===== src/rtl/i2cgp_pkg.sv =====
// ----------------------------------------------------------------------------
// i2cgp_pkg
// Shared types and constants for the I2C gyro poll master.
// ----------------------------------------------------------------------------
package i2cgp_pkg;

    // Burst length and recovery pulse count
    localparam int BURST_BYTES     = 6;
    localparam int RECOVERY_PULSES = 10;

    // Counter widths
    localparam int BIT_CNT_W  = 4;
    localparam int BYTE_CNT_W = 3;

    // Command codes carried in s_tuser
    localparam logic [1:0] OP_TICK  = 2'd0;
    localparam logic [1:0] OP_WRITE = 2'd1;
    localparam logic [1:0] OP_POLL  = 2'd2;
    localparam logic [1:0] OP_RECOV = 2'd3;

    // Configuration register indexes
    localparam logic [1:0] CFG_DEVICE_ADDRESS = 2'd0;
    localparam logic [1:0] CFG_WAKE_THRESHOLD = 2'd1;
    localparam logic [1:0] CFG_GYRO_FIRST_REG = 2'd2;
    localparam logic [1:0] CFG_POWER_REG      = 2'd3;

    // Configuration reset values
    localparam logic [6:0] DEVICE_ADDRESS_RST = 7'h68;
    localparam logic [7:0] WAKE_THRESHOLD_RST = 8'd30;
    localparam logic [7:0] GYRO_FIRST_REG_RST = 8'h43;
    localparam logic [7:0] POWER_REG_RST      = 8'h6B;

    // Value written to the power register on an automatic wake
    localparam logic [7:0] WAKE_VALUE = 8'h00;
    localparam logic [7:0] ERR_RUN_MAX = 8'hFF;

    typedef struct packed {
        logic [6:0] device_address;
        logic [7:0] wake_threshold;
        logic [7:0] gyro_first_register;
        logic [7:0] power_register;
    } cfg_t;

    typedef struct packed {
        logic [1:0] op;
        logic       sda_in;
        logic [7:0] reg_addr;
        logic [7:0] reg_data;
    } item_t;

    typedef struct packed {
        logic               wake_issued;
        logic signed [15:0] gyro_z;
        logic signed [15:0] gyro_y;
        logic signed [15:0] gyro_x;
        logic               sample_valid;
        logic               busy_res;
        logic               sda_out;
        logic               scl_out;
    } result_t;

endpackage


===== src/rtl/i2cgp_cfg.sv =====
// ----------------------------------------------------------------------------
// i2cgp_cfg
// Configuration register file with a plain write port.
// ----------------------------------------------------------------------------
module i2cgp_cfg
    import i2cgp_pkg::*;
(
    input  logic       aclk,
    input  logic       aresetn,
    input  logic       cfg_we,
    input  logic [1:0] cfg_addr,
    input  logic [7:0] cfg_wdata,
    output cfg_t       cfg
);

    cfg_t cfg_reg;

    // Write one register per enabled cycle
    always_ff @(posedge aclk) begin
        if (!aresetn) begin
            cfg_reg.device_address      <= DEVICE_ADDRESS_RST;
            cfg_reg.wake_threshold      <= WAKE_THRESHOLD_RST;
            cfg_reg.gyro_first_register <= GYRO_FIRST_REG_RST;
            cfg_reg.power_register      <= POWER_REG_RST;
        end else if (cfg_we) begin
            unique case (cfg_addr)
                CFG_DEVICE_ADDRESS: cfg_reg.device_address      <= cfg_wdata[6:0];
                CFG_WAKE_THRESHOLD: cfg_reg.wake_threshold      <= cfg_wdata;
                CFG_GYRO_FIRST_REG: cfg_reg.gyro_first_register <= cfg_wdata;
                CFG_POWER_REG:      cfg_reg.power_register      <= cfg_wdata;
                default:            cfg_reg <= cfg_reg;
            endcase
        end
    end

    assign cfg = cfg_reg;

endmodule


===== src/rtl/i2cgp_seq.sv =====
// ----------------------------------------------------------------------------
// i2cgp_seq
// Bus sequencer: one SCL/SDA period per tick word, command loading,
// burst capture and the wake-on-error logic.
// ----------------------------------------------------------------------------
module i2cgp_seq
    import i2cgp_pkg::*;
(
    input  logic    aclk,
    input  logic    aresetn,
    input  logic    fire,
    input  item_t   item,
    input  cfg_t    cfg,
    output result_t res
);

    typedef enum logic [1:0] {
        K_IDLE  = 2'd0,
        K_WRITE = 2'd1,
        K_POLL  = 2'd2,
        K_RECOV = 2'd3
    } kind_t;

    // Write / poll phases
    localparam logic [3:0] PH_S0 = 4'd0;
    localparam logic [3:0] PH_S1 = 4'd1;
    localparam logic [3:0] PH_S2 = 4'd2;
    localparam logic [3:0] PH_BS = 4'd3;
    localparam logic [3:0] PH_BH = 4'd4;
    localparam logic [3:0] PH_BL = 4'd5;
    localparam logic [3:0] PH_AH = 4'd6;
    localparam logic [3:0] PH_AL = 4'd7;
    localparam logic [3:0] PH_RH = 4'd8;
    localparam logic [3:0] PH_RL = 4'd9;
    localparam logic [3:0] PH_KS = 4'd10;
    localparam logic [3:0] PH_KH = 4'd11;
    localparam logic [3:0] PH_KL = 4'd12;
    localparam logic [3:0] PH_T0 = 4'd13;
    localparam logic [3:0] PH_T1 = 4'd14;
    // Recovery phases
    localparam logic [3:0] RC_Q0 = 4'd0;
    localparam logic [3:0] RC_QH = 4'd1;
    localparam logic [3:0] RC_QL = 4'd2;
    localparam logic [3:0] RC_X0 = 4'd3;
    localparam logic [3:0] RC_T0 = 4'd4;
    localparam logic [3:0] RC_T1 = 4'd5;

    localparam logic [BIT_CNT_W-1:0]  BIT_LAST   = BIT_CNT_W'(7);
    localparam logic [BIT_CNT_W-1:0]  PULSE_LAST = BIT_CNT_W'(RECOVERY_PULSES - 1);
    localparam logic [BYTE_CNT_W-1:0] BYTE_LAST  = BYTE_CNT_W'(BURST_BYTES - 1);
    localparam logic [BYTE_CNT_W-1:0] BYTE_NUM   = BYTE_CNT_W'(BURST_BYTES);
    localparam logic [BYTE_CNT_W-1:0] BYTE_ONE   = BYTE_CNT_W'(1);
    localparam logic [BYTE_CNT_W-1:0] BYTE_TWO   = BYTE_CNT_W'(2);

    kind_t                 kind_reg, kind_next;
    logic [3:0]            phase_reg, phase_next;
    logic [BIT_CNT_W-1:0]  bit_cnt_reg, bit_cnt_next;
    logic [BYTE_CNT_W-1:0] byte_cnt_reg, byte_cnt_next;
    logic [7:0]            shift_reg, shift_next;
    logic [7:0]            err_run_reg, err_run_next;
    logic                  scl_reg, scl_next;
    logic                  sda_reg, sda_next;
    logic [15:0]           pend_reg, pend_next;
    logic [7:0]            burst_reg [BURST_BYTES];
    logic                  burst_we;

    logic [7:0]  addr_w;
    logic        msb;
    logic        ackbit;
    logic [7:0]  err_inc;
    logic [15:0] word_x, word_y, word_z;
    logic        all_ones;
    logic        poll_done;
    logic        wake;

    // Burst words, big endian
    assign word_x = {burst_reg[0], burst_reg[1]};
    assign word_y = {burst_reg[2], burst_reg[3]};
    assign word_z = {burst_reg[4], burst_reg[5]};

    assign addr_w   = {cfg.device_address, 1'b0};
    assign msb      = shift_reg[7];
    assign ackbit   = (byte_cnt_reg >= BYTE_LAST);
    assign all_ones = (word_x == 16'hFFFF) && (word_y == 16'hFFFF) && (word_z == 16'hFFFF);
    assign err_inc  = (err_run_reg < ERR_RUN_MAX) ? err_run_reg + 8'd1 : err_run_reg;

    // Next state for one word
    always_comb begin
        kind_next     = kind_reg;
        phase_next    = phase_reg;
        bit_cnt_next  = bit_cnt_reg;
        byte_cnt_next = byte_cnt_reg;
        shift_next    = shift_reg;
        err_run_next  = err_run_reg;
        scl_next      = scl_reg;
        sda_next      = sda_reg;
        pend_next     = pend_reg;
        burst_we      = 1'b0;
        poll_done     = 1'b0;
        wake          = 1'b0;

        if (item.op != OP_TICK) begin
            // Load a command only while idle; drop it otherwise
            if (kind_reg == K_IDLE) begin
                bit_cnt_next  = '0;
                byte_cnt_next = '0;
                shift_next    = '0;
                phase_next    = PH_S0;
                unique case (item.op)
                    OP_WRITE: begin
                        kind_next = K_WRITE;
                        pend_next = {item.reg_addr, item.reg_data};
                    end
                    OP_POLL:  kind_next = K_POLL;
                    default:  begin
                        kind_next  = K_RECOV;
                        phase_next = RC_Q0;
                    end
                endcase
            end
        end else if (kind_reg == K_RECOV) begin
            unique case (phase_reg)
                RC_Q0: begin
                    sda_next   = 1'b1;
                    phase_next = RC_QH;
                end
                RC_QH: begin
                    scl_next   = 1'b1;
                    sda_next   = 1'b1;
                    phase_next = RC_QL;
                end
                RC_QL: begin
                    scl_next = 1'b0;
                    sda_next = 1'b1;
                    if (bit_cnt_reg >= PULSE_LAST) begin
                        phase_next = RC_X0;
                    end else begin
                        bit_cnt_next = bit_cnt_reg + BIT_CNT_W'(1);
                        phase_next   = RC_QH;
                    end
                end
                RC_X0: begin
                    scl_next   = 1'b0;
                    sda_next   = 1'b0;
                    phase_next = RC_T0;
                end
                RC_T0: begin
                    scl_next   = 1'b1;
                    sda_next   = 1'b0;
                    phase_next = RC_T1;
                end
                RC_T1: begin
                    scl_next   = 1'b1;
                    sda_next   = 1'b1;
                    kind_next  = K_IDLE;
                    phase_next = '0;
                end
                default: begin
                    kind_next  = K_IDLE;
                    phase_next = '0;
                end
            endcase
        end else if (kind_reg != K_IDLE) begin
            unique case (phase_reg)
                PH_S0: begin
                    scl_next   = 1'b1;
                    sda_next   = 1'b1;
                    phase_next = PH_S1;
                end
                PH_S1: begin
                    scl_next   = 1'b1;
                    sda_next   = 1'b0;
                    phase_next = PH_S2;
                end
                PH_S2: begin
                    scl_next     = 1'b0;
                    sda_next     = 1'b0;
                    shift_next   = (kind_reg == K_POLL && byte_cnt_reg == BYTE_TWO)
                                   ? (addr_w | 8'h01) : addr_w;
                    bit_cnt_next = '0;
                    phase_next   = PH_BS;
                end
                PH_BS: begin
                    scl_next   = 1'b0;
                    sda_next   = msb;
                    phase_next = PH_BH;
                end
                PH_BH: begin
                    scl_next   = 1'b1;
                    sda_next   = msb;
                    phase_next = PH_BL;
                end
                PH_BL: begin
                    scl_next   = 1'b0;
                    sda_next   = msb;
                    shift_next = {shift_reg[6:0], 1'b0};
                    if (bit_cnt_reg >= BIT_LAST) begin
                        phase_next = PH_AH;
                    end else begin
                        bit_cnt_next = bit_cnt_reg + BIT_CNT_W'(1);
                        phase_next   = PH_BS;
                    end
                end
                PH_AH: begin
                    scl_next   = 1'b1;
                    sda_next   = 1'b1;
                    phase_next = PH_AL;
                end
                PH_AL: begin
                    // Slave acknowledge is clocked but ignored
                    scl_next     = 1'b0;
                    sda_next     = 1'b1;
                    bit_cnt_next = '0;
                    if (byte_cnt_reg == '0) begin
                        byte_cnt_next = BYTE_ONE;
                        shift_next    = (kind_reg == K_POLL) ? cfg.gyro_first_register
                                                             : pend_reg[15:8];
                        phase_next    = PH_BS;
                    end else if (byte_cnt_reg == BYTE_ONE) begin
                        byte_cnt_next = BYTE_TWO;
                        if (kind_reg == K_POLL) begin
                            phase_next = PH_S0;
                        end else begin
                            shift_next = pend_reg[7:0];
                            phase_next = PH_BS;
                        end
                    end else if (kind_reg == K_POLL) begin
                        byte_cnt_next = '0;
                        shift_next    = '0;
                        phase_next    = PH_RH;
                    end else begin
                        phase_next = PH_T0;
                    end
                end
                PH_RH: begin
                    scl_next   = 1'b1;
                    sda_next   = 1'b1;
                    shift_next = {shift_reg[6:0], item.sda_in};
                    phase_next = PH_RL;
                end
                PH_RL: begin
                    scl_next = 1'b0;
                    sda_next = 1'b1;
                    if (bit_cnt_reg >= BIT_LAST) begin
                        burst_we   = (byte_cnt_reg < BYTE_NUM);
                        phase_next = PH_KS;
                    end else begin
                        bit_cnt_next = bit_cnt_reg + BIT_CNT_W'(1);
                        phase_next   = PH_RH;
                    end
                end
                PH_KS: begin
                    scl_next   = 1'b0;
                    sda_next   = ackbit;
                    phase_next = PH_KH;
                end
                PH_KH: begin
                    scl_next   = 1'b1;
                    sda_next   = ackbit;
                    phase_next = PH_KL;
                end
                PH_KL: begin
                    scl_next = 1'b0;
                    sda_next = ackbit;
                    if (ackbit) begin
                        phase_next = PH_T0;
                    end else begin
                        byte_cnt_next = byte_cnt_reg + BYTE_ONE;
                        bit_cnt_next  = '0;
                        shift_next    = '0;
                        phase_next    = PH_RH;
                    end
                end
                PH_T0: begin
                    scl_next   = 1'b1;
                    sda_next   = 1'b0;
                    phase_next = PH_T1;
                end
                PH_T1: begin
                    scl_next   = 1'b1;
                    sda_next   = 1'b1;
                    kind_next  = K_IDLE;
                    phase_next = '0;
                    if (kind_reg == K_POLL) begin
                        poll_done = 1'b1;
                        if (all_ones) begin
                            err_run_next = err_inc;
                            if (err_inc >= cfg.wake_threshold) begin
                                // Run of dead polls: write the wake value
                                err_run_next  = '0;
                                wake          = 1'b1;
                                pend_next     = {cfg.power_register, WAKE_VALUE};
                                byte_cnt_next = '0;
                                kind_next     = K_WRITE;
                                phase_next    = PH_S0;
                            end
                        end else begin
                            err_run_next = '0;
                        end
                    end
                end
                default: begin
                    kind_next  = K_IDLE;
                    phase_next = '0;
                end
            endcase
        end
    end

    // Hold sequencer state, advance on each accepted word
    always_ff @(posedge aclk) begin
        if (!aresetn) begin
            kind_reg     <= K_IDLE;
            phase_reg    <= '0;
            bit_cnt_reg  <= '0;
            byte_cnt_reg <= '0;
            shift_reg    <= '0;
            err_run_reg  <= '0;
            scl_reg      <= 1'b1;
            sda_reg      <= 1'b1;
            pend_reg     <= '0;
        end else if (fire) begin
            kind_reg     <= kind_next;
            phase_reg    <= phase_next;
            bit_cnt_reg  <= bit_cnt_next;
            byte_cnt_reg <= byte_cnt_next;
            shift_reg    <= shift_next;
            err_run_reg  <= err_run_next;
            scl_reg      <= scl_next;
            sda_reg      <= sda_next;
            pend_reg     <= pend_next;
        end
    end

    // Capture one burst byte per slot
    always_ff @(posedge aclk) begin
        for (int i = 0; i < BURST_BYTES; i++) begin
            if (fire && burst_we && byte_cnt_reg == BYTE_CNT_W'(i)) begin
                burst_reg[i] <= shift_reg;
            end
        end
    end

    // Result for this word
    always_comb begin
        res.scl_out      = scl_next;
        res.sda_out      = sda_next;
        res.busy_res     = (kind_next != K_IDLE);
        res.sample_valid = poll_done;
        res.gyro_x       = poll_done ? word_x : '0;
        res.gyro_y       = poll_done ? word_y : '0;
        res.gyro_z       = poll_done ? word_z : '0;
        res.wake_issued  = wake;
    end

endmodule


===== src/rtl/i2c_gyro_poll_master.sv =====
// ----------------------------------------------------------------------------
// i2c_gyro_poll_master
// Bit-banged I2C master that polls a three-axis gyro and writes its registers.
// ----------------------------------------------------------------------------
// Usage:
//   The slave-side stream takes one word per bus period or command. s_tuser
//   carries the op (tick, register write, gyro poll, bus recovery); a tick
//   word advances the bus by one delay period and carries the sampled SDA.
//   Commands are loaded only while idle and are dropped while a sequence runs.
//   Every input word yields exactly one result word on the master side with
//   the SCL/SDA levels to drive, busy, and on the last tick of a poll the
//   three gyro values with sample_valid set.
//   The path is an input register, then the sequencer update into the result
//   register. Throughput is one word per cycle while the master side does not
//   stall; the single sequencer state update per word sets that figure.
//   When the master side stalls, the result register holds and the input
//   register fills; s_tready drops only when both are full.
//   Reset empties both stages, returns the sequencer to idle with SCL and SDA
//   released, clears the dead-poll counter and loads the default config.
//   Config writes are taken on cfg_we.
// ----------------------------------------------------------------------------
module i2c_gyro_poll_master
    import i2cgp_pkg::*;
(
    input  logic        aclk,
    input  logic        aresetn,
    // Config write port
    input  logic        cfg_we,
    input  logic [1:0]  cfg_addr,
    input  logic [7:0]  cfg_wdata,
    // Input stream
    input  logic        s_tvalid,
    output logic        s_tready,
    input  logic [23:0] s_tdata,   // sda_in[0], reg_addr[8:1], reg_data[16:9], zero pad
    input  logic [1:0]  s_tuser,   // op[1:0]
    // Result stream
    output logic        m_tvalid,
    input  logic        m_tready,
    output logic [55:0] m_tdata    // scl_out[0], sda_out[1], busy_res[2],
                                   // sample_valid[3], gyro_x[19:4], gyro_y[35:20],
                                   // gyro_z[51:36], wake_issued[52], zero pad
);

    cfg_t    cfg;
    item_t   in_item_reg;
    logic    in_valid_reg;
    result_t res_comb;
    result_t res_reg;
    logic    m_valid_reg;
    logic    out_free;
    logic    fire;

    i2cgp_cfg u_cfg (
        .aclk      (aclk),
        .aresetn   (aresetn),
        .cfg_we    (cfg_we),
        .cfg_addr  (cfg_addr),
        .cfg_wdata (cfg_wdata),
        .cfg       (cfg)
    );

    assign out_free = !m_valid_reg || m_tready;
    assign fire     = in_valid_reg && out_free;
    assign s_tready = !in_valid_reg || out_free;

    // Input register
    always_ff @(posedge aclk) begin
        if (!aresetn) begin
            in_valid_reg <= 1'b0;
        end else if (s_tready) begin
            in_valid_reg <= s_tvalid;
        end
    end

    always_ff @(posedge aclk) begin
        if (s_tready && s_tvalid) begin
            in_item_reg.op       <= s_tuser;
            in_item_reg.sda_in   <= s_tdata[0];
            in_item_reg.reg_addr <= s_tdata[8:1];
            in_item_reg.reg_data <= s_tdata[16:9];
        end
    end

    i2cgp_seq u_seq (
        .aclk    (aclk),
        .aresetn (aresetn),
        .fire    (fire),
        .item    (in_item_reg),
        .cfg     (cfg),
        .res     (res_comb)
    );

    // Result register
    always_ff @(posedge aclk) begin
        if (!aresetn) begin
            m_valid_reg <= 1'b0;
        end else if (fire) begin
            m_valid_reg <= 1'b1;
        end else if (m_tready) begin
            m_valid_reg <= 1'b0;
        end
    end

    always_ff @(posedge aclk) begin
        if (fire) begin
            res_reg <= res_comb;
        end
    end

    assign m_tvalid = m_valid_reg;
    assign m_tdata  = {3'b000, res_reg.wake_issued, res_reg.gyro_z, res_reg.gyro_y,
                       res_reg.gyro_x, res_reg.sample_valid, res_reg.busy_res,
                       res_reg.sda_out, res_reg.scl_out};

    // A wake write only comes out of a completed poll and leaves the bus busy
    a_wake_after_poll: assert property (@(posedge aclk) disable iff (!aresetn)
        m_valid_reg && res_reg.wake_issued |-> res_reg.sample_valid && res_reg.busy_res)
        else $error("wake issued without a completed poll");

    // A finished poll without a wake leaves the bus idle and released
    a_poll_ends_idle: assert property (@(posedge aclk) disable iff (!aresetn)
        m_valid_reg && res_reg.sample_valid && !res_reg.wake_issued
        |-> !res_reg.busy_res && res_reg.scl_out && res_reg.sda_out)
        else $error("poll completion left the bus busy");

    // Gyro fields are zero outside a poll completion
    a_gyro_zero: assert property (@(posedge aclk) disable iff (!aresetn)
        m_valid_reg && !res_reg.sample_valid
        |-> res_reg.gyro_x == 16'sd0 && res_reg.gyro_y == 16'sd0
            && res_reg.gyro_z == 16'sd0)
        else $error("gyro data without sample_valid");

    // A free result register always lets the next word in
    a_ready_when_free: assert property (@(posedge aclk) disable iff (!aresetn)
        !m_valid_reg |-> s_tready)
        else $error("input stalled with an empty result register");

endmodule

===== config.mk =====
export PLATFORM = sky130hd
export DESIGN_NAME = i2c_gyro_poll_master
export DESIGN_NICKNAME = d
export VERILOG_FILES = /design/src/rtl/i2cgp_pkg.sv /design/src/rtl/i2cgp_cfg.sv /design/src/rtl/i2cgp_seq.sv /design/src/rtl/i2c_gyro_poll_master.sv
export SDC_FILE = /design/constraint.sdc
export NUM_CORES = 1
export LEC_CHECK = 0
export ABC_AREA = 0
export BUFFER_PORTS_ARGS = -buffer_cell sky130_fd_sc_hd__buf_2
export CORE_ASPECT_RATIO = 1.75
export CORE_MARGIN = 2
export CORE_UTILIZATION = 58
export DETAILED_ROUTE_END_ITERATION = 7
export GPL_TIMING_DRIVEN = 0
export PLACE_DENSITY = 0.79
export SLEW_MARGIN = 20
export SYNTH_ARGS = -nofsm -noshare
export SYNTH_HDL_FRONTEND = slang
export SYNTH_SLANG_ARGS = --single-unit

===== constraint.sdc =====
create_clock -name aclk -period 6.8 [get_ports aclk]
set_clock_uncertainty 0.1 [all_clocks]
set_input_delay 1.36 -clock aclk [delete_from_list [all_inputs] [get_ports aclk]]
set_output_delay 1.36 -clock aclk [all_outputs]
set_load 0.01 [all_outputs]

==> metrics.md <==
| Metric | Value |
|---|---|
| Status | finished clean |
| Max Slew Vio Count | 0 |
| Critical path fanouts, max | 10 |
| Overall power | 2.545 mW |
| Final core occ | 68.15% |
| FILL cells | 1188 |
| Initial antenna violation count | 0 |
| Synthesized flop and latch total | 200 |
| Hold Crit Class | reg2reg |
| Non-filler instance count after layout | 1091 |
| Post-cts sizing count | 0 |
| Vias/cell | 6.027 |
| Routed WL | around 21000 um |
| Hold_buf cts | 0 |
| Top FF cell, synth | edfxtp_1 |
| Largest register FFs | 53 |
| Fin. Hold Viols | 0 |
| Worst Setup End Kind | flip-flop |
| Worst-Margin Slew | 0.9982 ns |
| Rows | 59 |
| Largest net degree at the start of global routing | 58 |
| Vias in the first global route | 6691 |
| Critical-path top delay cell | nor4b_1 |
| Most common cell after layout, fill and taps aside | edfxtp_1 |
| Pre-CTS setup slack | 3.037 ns |
| Root Buffer | clkbuf_16 |
| Overall die height | 166.7 um |
| # nets final | around 960 |
| CP Data Arrival Time | 4.17 ns |
| Worst R2R Start | in_item_reg[17] |
| Fraction of registers with async set/reset | 0% |
| CTS Buf Count | 17 |
| Critical path buffer and inverter count | 2 |
| Syn Area/Cell | 11.17 um2 |
| P&R area growth vs syn | 15.21% |
| Die area | 16170 um2 |
| Area of placed instances | 9480 um2 |
| Die X | roughly 97 um |
| FMAX | 0.2515 GHz |
| Leakage | 3.906 nW |
| Critical path's top delay family | simple AND/OR/NAND/NOR gates |
| Setup TNS | 0 ns |
| Distinct cells, synth | 68 |
| Gate Count Post-Synth | roughly 790 |
| Setup Fix Bufs, Post-CTS | 0 |
| Worst hold margin | 0.3578 ns |
| Drt initial violations | 621 |
| Post-layout min period | about 4 ns |
| Cell count of the worst hold path | 2 |
| Crit path required time | 6.99 ns |
| I/O pin cnt | 99 |
| Startpoint Class | flip-flop |
| Synth warn | 0 |
| R2R depth | 9 |
| RSZ-0062 raised after global routing | no |
| Max incr delay on CP | 0.85 ns |
| Drt first pass iters | 6 |
| Core area | 14840 um2 |
| Commonest non-fill, non-tap cells in the layout | edfxtp_1, buf_2, nand2_1 |
| Placed insts | ~1100 |
| CTS clk-pin slew, worst paths | ~0.08 ns |
| Residual DRC | 0 |
| Initial core utilization | 59.15% |
| WS Path Type | reg2reg |
| Min-Delay Endpoint | u_cfg.cfg[7] |
| Reg2reg setup slack | roughly 2.8 ns |
| VDD IR max | 0.0001695 V |
| Post-synth EDFFs | 120 |
| Clock latency on the worst-skew pair | 0.44 ns |
| Pwr Density | 251.7 nW/um2 |
| First-pass GRT wire length | 33980 um |
| Routability cong. | 0.9491 |
| Synthesized area | 8777 um2 |
| Rel. slew slack | 32.51% |
| Sequential fraction of the synthesis area | 59.30% |
| ANT cells | 0 |
| CTS Buffer Depth | 2 |
| Port Buffers | 87 |
| Final HPWL DP | between 15000 and 20000 um |
| Antenna viol nets, final | 0 |
| Cells along the critical path | or2_1 -> buf_4 -> clkbuf_1 -> ha_1 -> nor4b_1 -> o221ai_1 -> o32ai_2 -> mux2i_1 -> nor2_1 |
| Reg-to-Reg End | u_seq.byte_cnt_reg[1] |
| CTS Sinks | 200 |
| Max-cap viol count | 0 |
| Post-layout worst setup margin | 2.824 ns |
| Vias | 6575 |
| Layout cells sized above 1 | between 10% and 20% |
| GRT Util Overall | 26.87% |
| Crit share post-route | between 50 and 60% |
| Avg WL per Cell | between 15 and 20 um |
| TritonCTS clock tree | yes |
| Overflow after GRT | 0 |
| Min-delay src | u_cfg.cfg[7] |
| Setup Viol. Count Final | 0 |
| Final Cell Area | 10110 um2 |
| CTS H-tree depth | 4 |
==> synth_stat cells, types with 6 or more instances <==
master    count  area [um2]
clkbuf_1     18       67.56
inv_1        20       75.07
a21oi_1      57       285.3
buf_4         8       60.06
a222oi_1      8       80.08
edfxtp_1    120        3603
o31ai_1      16       120.1
ha_1         19       237.7
and3_1        6       37.54
nand3_1      32       160.2
nor3_1        7       35.03
a21o_1        7       52.55
o21ai_0      24       120.1
and2_1       55       344.1
nor2_1       43       161.4
a311oi_1      9       78.83
dfxtp_1      80        1602
nand2_1      87       326.6
mux2i_1      30       300.3
nand4_1      15       93.84
nand2b_1     11       68.82
buf_2        14       70.07
a32o_1       10       100.1
==> where the power goes <==
group	internal (mW)	switching, mW
clock network	0.545	0.522
logic	0.0540	0.101
registers	1.31	0.0153
total	1.91	0.638
==> cell type report <==
| cell class | instances | area [um2] | area share [%] |
|---|---|---|---|
| Tap cell | 183 | 229.0 | 2.264 |
| Clock inverter | 15 | 206.4 | 2.042 |
| Clock buffer | 17 | 425.4 | 4.207 |
| Buffer | 45 | 220.2 | 2.178 |
| Inverter | 23 | 86.33 | 0.8537 |
| Sequential cell | 200 | 5205 | 51.47 |
| Multi-Input combinational cell | 520 | 3277 | 32.41 |
| Timing Repair Buffer | 88 | 462.9 | 4.578 |
==> logic make-up after synthesis <==
| kind of cell | Yosys count | share of synthesized area (%) |
|---|---|---|
| AND/OR/NAND/NOR | 289 | 16.96 |
| flip-flops | 200 | 59.30 |
| AO/OA/AOI/OAI | 174 | 13.61 |
| buffers and inverters | 68 | 3.450 |
| multiplexers | 30 | 3.421 |
| adder cells (fa/ha/maj) | 19 | 2.709 |
| XOR/XNOR | 5 | 0.4989 |
| other | 1 | 0.04272 |
==> how the worst max path moves through the flow <==
stage	slack [ns]	depth (start not counted)	from	end
2_1_floorplan	2.12	6	m_tready	u_seq.burst_reg[1][0]
3_3_place_gp	1.09	7	m_tready	u_seq.burst_reg[2][2]
3_5_place_dp	3.04	9	in_item_reg[17]	u_seq.byte_cnt_reg[1]
4_1_cts	2.96	9	in_item_reg[17]	u_seq.byte_cnt_reg[1]
5_1_grt	2.66	12	u_seq.err_run_reg[0]	u_seq.kind_reg[0]
6_report	2.82	9	in_item_reg[17]	u_seq.byte_cnt_reg[1]
==> worst register-to-register path, delay by kind of cell, from the launching register on <==
kind / cells / cell delay (ns)
AOI/OAI and AO/OA: 2 / 0.83
DFF: 1 / 0.57
buffers and inverters: 2 / 0.53
and+or+nand+nor: 3 / 1.20
muxes: 1 / 0.27
adders and majority gates: 1 / 0.34
==> per-layer routing <==
layer / vias to the layer above / global-route usage (%) / share of wire (%)
met5: - / 0 / 0
li1: 3129 / - / -
met2: 261 / 52.29 / 56
met3: 70 / 4.658 / 4.6
met1: 3115 / 26.11 / 34
met4: 0 / 14.70 / 5.2
Note: power is estimated with default switching activity, not from simulation.
